File: src/hw/rtl/mlt_pkg.sv
// ----------------------------------------------------------------------------
// mlt_pkg
// shared codes and controller/datapath handshake types for the learning table
// ----------------------------------------------------------------------------
package mlt_pkg;

  localparam logic [2:0] FUNC_LEARN  = 3'd0;
  localparam logic [2:0] FUNC_LOOKUP = 3'd1;
  localparam logic [2:0] FUNC_DELETE = 3'd2;
  localparam logic [2:0] FUNC_AGE    = 3'd3;
  localparam logic [2:0] FUNC_CLEAR  = 3'd4;

  localparam logic [1:0] REG_LONG_TIMEOUT  = 2'd0;
  localparam logic [1:0] REG_SHORT_TIMEOUT = 2'd1;
  localparam logic [1:0] REG_CROWD_LEVEL   = 2'd2;
  localparam logic [1:0] REG_ENTRY_LIMIT   = 2'd3;

  localparam int unsigned MacW   = 48;
  localparam int unsigned PortW  = 3;
  localparam int unsigned TickW  = 32;
  localparam int unsigned OutCntW = 9;
  localparam int unsigned McastBit = 40;

  typedef struct packed {
    logic load;
    logic age_init;
    logic age_rd;
    logic chk_rd;
    logic find_init;
    logic find_rd;
    logic act;
  } cmd_t;

  typedef struct packed {
    logic [2:0] func;
    logic       out_busy;
  } sts_t;

endpackage

File: src/hw/rtl/mlt_ctrl.sv
// ----------------------------------------------------------------------------
// mlt_ctrl
// sequencer: aging scan, per-bucket expiry check, match scan, update
// ----------------------------------------------------------------------------
module mlt_ctrl #(
  parameter int unsigned Entries = 256,
  parameter int unsigned Buckets = 16,
  parameter int unsigned CntW    = 9
) (
  input  logic            clk_i,
  input  logic            rst_ni,
  input  logic            in_valid_i,
  output logic            in_ready_o,
  input  mlt_pkg::sts_t   sts_i,
  output mlt_pkg::cmd_t   cmd_o,
  output logic [CntW-1:0] cnt_o
);
  import mlt_pkg::*;

  localparam logic [2:0] StIdle     = 3'd0;
  localparam logic [2:0] StDispatch = 3'd1;
  localparam logic [2:0] StAgeScan  = 3'd2;
  localparam logic [2:0] StAgeDrain = 3'd3;
  localparam logic [2:0] StChk      = 3'd4;
  localparam logic [2:0] StChkDrain = 3'd5;
  localparam logic [2:0] StFind     = 3'd6;
  localparam logic [2:0] StAct      = 3'd7;

  logic [2:0]      state_q, state_d;
  logic [CntW-1:0] cnt_q, cnt_d;
  logic            find_drain_q, find_drain_d;

  always_comb begin
    state_d      = state_q;
    cnt_d        = cnt_q;
    find_drain_d = find_drain_q;
    cmd_o        = '0;
    in_ready_o   = 1'b0;
    case (state_q)
      StIdle: begin
        in_ready_o = 1'b1;
        if (in_valid_i) begin
          cmd_o.load = 1'b1;
          state_d    = StDispatch;
        end
      end
      StDispatch: begin
        cnt_d = '0;
        if (sts_i.func == FUNC_LEARN || sts_i.func == FUNC_AGE) begin
          cmd_o.age_init = 1'b1;
          state_d        = StAgeScan;
        end else if (sts_i.func == FUNC_LOOKUP || sts_i.func == FUNC_DELETE) begin
          cmd_o.find_init = 1'b1;
          find_drain_d    = 1'b0;
          state_d         = StFind;
        end else begin
          state_d = StAct;
        end
      end
      StAgeScan: begin
        cmd_o.age_rd = 1'b1;
        cnt_d        = cnt_q + 1'b1;
        if (cnt_q == CntW'(Entries - 1)) begin
          state_d = StAgeDrain;
        end
      end
      StAgeDrain: begin
        cnt_d   = '0;
        state_d = StChk;
      end
      StChk: begin
        cmd_o.chk_rd = 1'b1;
        cnt_d        = cnt_q + 1'b1;
        if (cnt_q == CntW'(Buckets - 1)) begin
          state_d = StChkDrain;
        end
      end
      StChkDrain: begin
        cnt_d = '0;
        if (sts_i.func == FUNC_LEARN) begin
          cmd_o.find_init = 1'b1;
          find_drain_d    = 1'b0;
          state_d         = StFind;
        end else begin
          state_d = StAct;
        end
      end
      StFind: begin
        if (find_drain_q) begin
          state_d = StAct;
        end else begin
          cmd_o.find_rd = 1'b1;
          cnt_d         = cnt_q + 1'b1;
          if (cnt_q == CntW'(Entries - 1)) begin
            find_drain_d = 1'b1;
          end
        end
      end
      StAct: begin
        if (!sts_i.out_busy) begin
          cmd_o.act = 1'b1;
          state_d   = StIdle;
        end
      end
      default: begin
        state_d = StIdle;
      end
    endcase
  end

  always_ff @(posedge clk_i or negedge rst_ni) begin
    if (!rst_ni) begin
      state_q      <= StIdle;
      cnt_q        <= '0;
      find_drain_q <= 1'b0;
    end else begin
      state_q      <= state_d;
      cnt_q        <= cnt_d;
      find_drain_q <= find_drain_d;
    end
  end

  assign cnt_o = cnt_q;

endmodule

File: config.mk
export PLATFORM = sky130hd
export DESIGN_NAME = mlt_ctrl
export DESIGN_NICKNAME = d
export VERILOG_FILES = /design/src/hw/rtl/mlt_pkg.sv /design/src/hw/rtl/mlt_ctrl.sv
export SDC_FILE = /design/constraint.sdc
export NUM_CORES = 1
export LEC_CHECK = 0
export BUFFER_PORTS_ARGS = -buffer_cell sky130_fd_sc_hd__clkbuf_2
export CAP_MARGIN = 20
export CORE_ASPECT_RATIO = 0.8
export CORE_MARGIN = 4
export CORE_UTILIZATION = 45
export CTS_CLUSTER_SIZE = 25
export DETAILED_ROUTE_END_ITERATION = 10
export MAX_ROUTING_LAYER = met4
export PLACE_DENSITY = 0.69
export SLEW_MARGIN = 5
export SYNTH_ARGS = -nofsm -noshare
export SYNTH_HDL_FRONTEND = slang
export SYNTH_SLANG_ARGS = --single-unit
File: constraint.sdc
create_clock -name clk_i -period 1.4 [get_ports clk_i]
set_input_delay 0.14 -clock clk_i [delete_from_list [all_inputs] [get_ports clk_i]]
set_output_delay 0.14 -clock clk_i [all_outputs]
set_load 0.05 [all_outputs]
* Yosys cells after proc, flatten, opt, wreduce, memory -nomap -nowiden *
Cells that the tools add are included.

operators by class
  reduce and logical (&&, ||, !) cells = 11
  multiplexer cells = 32
  add/subtract/negate cells = 1
  eq/ne operators = 21

operators by type and width
  kind                                                              number
  9-bit case mux with 3 select lines                                1
  3-bit case mux with 8 select lines                                1
  1-bit two-way mux                                                 21
  3-bit two-way mux                                                 6
  2-bit != test (second input constant)                             9
  3-bit by 2-bit == test with 1-bit output (second input constant)  4
  3-bit == test (second input constant)                             4
  9-bit by 1-bit adder with 9-bit output (second input constant)    1
  9-bit by 4-bit == test with 1-bit output (second input constant)  1
  9-bit by 8-bit == test with 1-bit output (second input constant)  1
  9-bit two-way mux                                                 1
  3-bit by 1-bit == test with 1-bit output (second input constant)  2
  3-bit zero test                                                   2
  3-bit nonzero test                                                2
  5-bit AND reduction                                               1
  4-bit AND reduction                                               1
  1-bit case mux with 3 select lines                                1
  3-bit OR reduction                                                1
  1-bit logical OR                                                  2
  1-bit case mux with 2 select lines                                1
  2-bit AND reduction                                               1
  2-bit OR reduction                                                1

word-level totals
  input port bits = 7
  logic and storage cells = 68
  register bits after elaboration = 13
  output and inout port bits = 17

* Logic depth before layout (Yosys ltp) *
Gate-level depths: netlist of run 1.

  word-level depth = 5
  mapped depth = 8
  depth with buffers taken out = 8

* Worst setup path after synthesis of run 1 *
Ideal clock, no wire load.

  path type = register to register
  start point = register state_q[0]
  end point = register state_q[2]
  slack = -0.704 ns
  required time = 1.216 ns
  path buffers = 1
  arrival time = 1.920 ns
  stages on the path, launching flop included = 4
  library setup time = 0.184 ns
  clock period less this slack = 2.104 ns
  cell sequence = dfrtp_1 > buf_2 > nor3b_1 > nor2_1

on the way
  longest elaborated chain between the ends = 3
  elaborated cells between the ends (all ways) = 15
  classes of those cells = eq/ne: 12; mux: 1; reduce/logical: 2

ends and longest elaborated chain
  item                                   line             RTL
  start: declaration                     mlt_ctrl.sv:29   logic [2:0] state_q, state_d;
  start signal: assignment               mlt_ctrl.sv:113  state_q <= StIdle;
  start signal: assignment               mlt_ctrl.sv:117  state_q <= state_d;
  3-bit == test (tied with other cells)  mlt_ctrl.sv:39   case (state_q)
  2-bit != test (no line)                -
  5-bit AND reduction (no line)          -

Parallel ways exist; a longest one is shown, timed or not.
A chain may end at the register's enable or synchronous reset.

* Worst setup path after layout of run 1 *
  start point = register state_q[0]
  end point = register cnt_q[6] (netlist: cnt_o[6])

on the way
  longest elaborated chain between the ends = 4
  elaborated cells between the ends (all ways) = 12
  classes of those cells = eq/ne: 7; mux: 1; reduce/logical: 4

ends and longest elaborated chain
  item                                                                       line             RTL
  3-bit == test (tied with other cells)                                      mlt_ctrl.sv:39
  3-bit OR reduction (no line) / 2-bit OR reduction (equally long branches)  -
  3-bit nonzero test (no line)                                               -
  2-bit AND reduction (no line)                                              -
  end signal: assignment                                                     mlt_ctrl.sv:118  cnt_q <= cnt_d;
  end: declaration                                                           mlt_ctrl.sv:30   logic [CntW-1:0] cnt_q, cnt_d;

Parallel ways exist; a longest one is shown, timed or not.

==> reports/metrics.yaml, run 1 <==
first_global_vias: 1095
drt-pass1-iter-count: 4
yosys-top-cells-count: "dfrtp_1 (13), nor2_1 (9), nor3_1 (7)"
synth_top_area_share_pct: 37.6
synth-seq-area-share_pct: 37.6
drive_above_1_share_pct: 66.5
cp.required_ns: 1.55
cp_max_fo: 12
utilization_pct: 96.2
die-area_um2: 2690
synthTopCellsByArea: "dfrtp_1 (38%), xor2_1 (5.1%), and2_1 (4.3%)"
syn_to_final_growth_pct: 91.8
crit_arrival_ns: 1.90
drv_slew: 0
finalCriticalPeriod_ns: 1.75
fmax_mhz: 573
root_buffer: "clkbuf_4"
p_total_mw: 3.69
syn-instance-count: 97
gr-usage-all-layers_pct: 27.5
place_congestion: 0.810
setup_ws_ns: -0.346
numCtsBuffers: 3
grt_pass1_wl_um: 5220
io_buffers: 23
hold_viol_final: 0
clk_pin_slew_ns: 0.09
path_class: "reg -> reg"
clockBufferDepth: 2
vias_per_cell: 6.33
setup_viol: 20
io_pins: 24
p_sw_mw: 1.81
die_y_um: 47.2
die_w_um: 57.0
vias: 1178
drt-total-wl_um: 4340
dp_hpwl_um: 1790
cts_num_sinks: 13
end_kind: "flip-flop"
syn-num-nets: 106
share_seq_of_total_power_pct: 15.9
yosys_warnings: 0
drt_iter0_markers: 85
finClkSkew_ns: 0.00794
setup_tns_ns: -3.91
core_um2: 1720
htreeDepth: 1
yosysMostFrequentCell: "dfrtp_1"
initial_utilization_pct: 50.1
synthArstFlopShare_pct: 100
syn_area_per_cell_um2: 8.91
worstSetupStartpointType: "flip-flop"
antenna_found_initial: 0
grt_max_degree: 14
wl_per_cell_um: 23.3
ys_types: 38
synth_flop_cell: "dfrtp_1"
place_area_um2: 1220
worstHoldPathType: "in -> reg"
insertion_delay_ns: 0.28
peakVddDrop_v: 0.00164
antennaDiodeCount: 0
maxSlewHeadroom_pct: 76.9
fill_cells: 37
whs_ns: 0.192
grt_setup_unrepaired: "true"
share_comb_of_total_power_pct: 77.6
drc_errors: 0
synth_area_um2: 865
yosys.area.top_type: "dfrtp_1"
outcome: "complete, but fails checks"
internal-power_mw: 1.88
p_sw_share_pct: 49.0
powerDensity_nw_per_um2: 2230
clkPwrFrac_pct: 6.5
rows: 13
final_cell_area_um2: 1660
place_ws_ns: -0.208
leakage_nw: 0.791
violations: "negative setup slack"
ant_nets: 0
timing.final.crit_share_pct: 125
place_inst: 160
num-nets-final: 174
grt-ovfl-total: 0
cts_tree: "yes"
maxCapViolCount: 0
synth_edf_count: 0
stdcell_count: 186
worst_slew_pin_slew_ns: 0.346
synth_seq_cells: 13
-- area by class of cell --
| type | count | area [um2] | area share [%] |
|---|---|---|---|
| inverters | 3 | 18.8 | 1.13 |
| well taps | 22 | 27.5 | 1.66 |
| multi-input cells | 76 | 659 | 39.8 |
| flip-flops and latches | 13 | 334 | 20.2 |
| clock buffers | 4 | 26.3 | 1.58 |
| repair buffers | 68 | 592 | 35.7 |
-- cells by family after synthesis --
| logic type | after synthesis | synth area share [%] |
|---|---|---|
| muxes | 1 | 1.16 |
| and+or+nand+nor | 49 | 33.0 |
| AOI/OAI and AO/OA | 18 | 14.2 |
| buffers and inverters | 8 | 4.20 |
| DFF | 13 | 37.6 |
| adders and majority gates | 2 | 2.89 |
| xor gates and xnor gates | 6 | 6.95 |
-- cells in the final DEF (no fill, tap or decap), drive strengths merged, types with 2 or more instances in the layout --
master	n
o21ai	6
clkbuf	21
and3	2
or3	2
nand3b	2
a21o	2
and2	6
nor3	7
nand4	5
nand2b	3
nor2	9
buf	50
dfrtp	13
xor2	6
ha	2
nand2	6
a31oi	2
inv	3
-- path summary, 6_finish.rpt --
path | endpoint | from | depth (start not counted) | slack [ns]
max | cnt_o[6] | state_q[0] | 7 | -0.35
min | state_q[0] | sts_i[0] | 3 | 0.19
max reg2reg | cnt_o[6] | state_q[0] | 7 | -0.35
min reg2reg | cnt_o[8] | cnt_o[8] | 2 | 0.63
max in group asynchronous | cnt_o[2] | rst_ni | 2 | 0.79
min in group asynchronous | find_drain_q | rst_ni | 2 | 0.33
-- state kept, by name, indices dropped and copies added, names as in the netlist --
register,cells
cnt_o,9
find_drain_q,1
state_q,3
-- routing by layer --
layer	up-vias	GRT usage [%]	part of all wire, %
li1	483	-	-
met4	0	8.80	5.7
met2	114	46.5	47
met5	-	-	0
met3	31	9.07	11
met1	550	31.5	37
-- worst max-delay path: stages (launching register included) --
cell	delay, ns
dfrtp_1	0.44
buf_4	0.17
buf_12	0.14
o211ai_4	0.21
buf_6	0.14
nand4_1	0.11
xor2_1	0.27
nor2_1	0.13
-- what timing repair did --
item	in CTS	in global routing
hold endpoints to repair	13	0
hold buffers	1	0
pin swaps	16	12
setup endpoints to repair	19	21
gates resized for setup	41	18
buffers inserted	13	8
-- power by group through the flow --
stage	clock, mW	sequential (mW)	combinational, mW
after global placement	0	0.556	1.74
after floorplan	0	0.778	0.959
after global routing	0.271	0.593	2.95
after detailed placement	0	0.564	1.78
final	0.240	0.587	2.86
after CTS	0.228	0.562	2.43
Note: power is estimated with default switching activity, not from simulation.
==> run 2: changes to the inputs <==
Settings changed: CORE_ASPECT_RATIO 0.8 to default, CORE_UTILIZATION 45 to 54, PLACE_DENSITY 0.69 to 0.82.
Clock period 1.4 ns to 2.2 ns, I/O delays scaled along.
==> run 2 against run 1 <==
The run now ends clean. Routed wire length decreased by 55%. Worst hold slack improved by 0.045 ns. Register-to-register slack improved by 0.85 ns. Critical endpoint is now cmd_o[6]. Largest cell class unchanged.
==> reports/metrics.yaml, run 2 (synthesis results as in run 1) <==
outcome: "finished, final reports clean"
grt_pass1_wl_um: 3200
share_comb_of_total_power_pct: 56.3
drt-total-wl_um: 1970
io_pins: 24
worst_slew_pin_slew_ns: 0.464
maxSlewHeadroom_pct: 69.1
antennaDiodeCount: 0
numCtsBuffers: 3
num-nets-final: 130
timing.final.crit_share_pct: 93.9
finalCriticalPeriod_ns: 2.06
drt_iter0_markers: 17
grt_max_degree: 17
rows: 14
cts_tree: "yes"
crit_chain: "or3_1, inv_2, and2_1, clkbuf_2"
fill_cells: 125
cp.required_ns: 1.98
first_global_vias: 744
fmax_mhz: 484
hold_viol_final: 0
insertion_delay_ns: 0.28
peakVddDrop_v: 0.000783
gr-usage-all-layers_pct: 20.1
end_kind: "output port"
htreeDepth: 1
critical_path.max_stage_delay_ns: 0.55
slowest_stage: "or3_1"
powerDensity_nw_per_um2: 1340
share_seq_of_total_power_pct: 32.6
drt-pass1-iter-count: 4
worstSetupStartpointType: "flip-flop"
antenna_found_initial: 0
p_sw_share_pct: 55.5
path_class: "reg -> out"
core_um2: 1510
crit_arrival_ns: 1.84
largest_reg_flops: 9
maxCapViolCount: 0
drc_errors: 0
p_total_mw: 1.36
grt_setup_unrepaired: "false"
initial_utilization_pct: 57.4
postCtsResizedCells: 0
die-area_um2: 2310
setup_tns_ns: 0
vias_per_cell: 5.83
mostFrequentLayoutCells: "clkbuf_2 (23), dfrtp_1 (13), nor2_1 (9), nor3_1 (7), and2_1 (6)"
p_sw_mw: 0.754
io_buffers: 23
clk_pin_slew_ns: 0.08
ant_nets: 0
grt-ovfl-total: 0
root_buffer: "clkbuf_4"
worstHoldPathType: "in -> reg"
clockBufferDepth: 2
setup_viol: 0
vias: 793
drv_slew: 0
dp_hpwl_um: 1520
leakage_nw: 0.495
place_congestion: 0.896
wl_per_cell_um: 14.5
finClkSkew_ns: 0.00396
drive_above_1_share_pct: 26.7
die_y_um: 48.0
cp_max_fo: 16
die_w_um: 48.0
cts_num_sinks: 13
clkPwrFrac_pct: 11.1
syn_to_final_growth_pct: 16.9
final_common_cell: "clkbuf_2"
internal-power_mw: 0.604
[run 2: path summary, 6_finish.rpt]
kind,from,end,slack [ns],cells after the start
min reg2reg,cnt_o[1],cnt_o[1],0.55,2
max in group asynchronous,rst_ni,find_drain_q,1.58,2
max,state_q[0],cmd_o[6],0.14,4
min in group asynchronous,rst_ni,cnt_o[7],0.37,2
max reg2reg,cnt_o[2],state_q[0],0.50,8
min,sts_i[0],state_q[0],0.24,3
[run 2: final cells by class]
cell class | instances | area (um2) | area share, %
multi-input cells | 76 | 503 | 49.8
clock buffers | 4 | 26.3 | 2.60
repair buffers | 24 | 125 | 12.4
flip-flops and latches | 13 | 325 | 32.2
well taps | 16 | 20.0 | 1.98
inverters | 3 | 11.3 | 1.11
[run 2: routing by layer]
layer / vias up / wire length [um] / GRT usage (%)
li1: 399 / - / -
met4: 0 / 14 / 5.38
met2: 19 / 956 / 31.1
met3: 3 / 75 / 3.76
met1: 372 / 926 / 26.7
met5: - / 0 / -
[run 2: stage by stage]
step           area [um2]  hold slack (ns)  utilization, %  setup WS (ns)  instances
6_report             1010            0.237            67.1          0.135        136
5_1_grt              1010            0.250            67.1         0.0186        136
3_5_place_dp          975            0.135            64.7          0.452        131
4_1_cts              1010            0.228            67.1          0.140        136
2_1_floorplan         865          -0.0756               -         0.0797         97
3_3_place_gp          975            0.133            64.7          0.487        131
[run 2: worst max-delay path: cells and delay by family (launching register included)]
| kind | cells | cell delay (ns) |
|---|---|---|
| DFF | 1 | 0.54 |
| buffers and inverters | 2 | 0.36 |
| and+or+nand+nor | 2 | 0.67 |
[run 2: power by group through the flow]
stage	Clock (mW)	Sequential [mW]	Combinational, mW
4_1_cts	0.156	0.439	0.766
5_1_grt	0.169	0.463	0.823
2_1_floorplan	0	0.487	0.564
6_report	0.151	0.442	0.765
3_5_place_dp	0	0.443	0.761
3_3_place_gp	0	0.436	0.742
[run 2: what timing repair did]
action,4_1_cts,5_1_grt
endpoints found under the hold margin,13,0
hold buffers,1,0
setup buffers,0,0
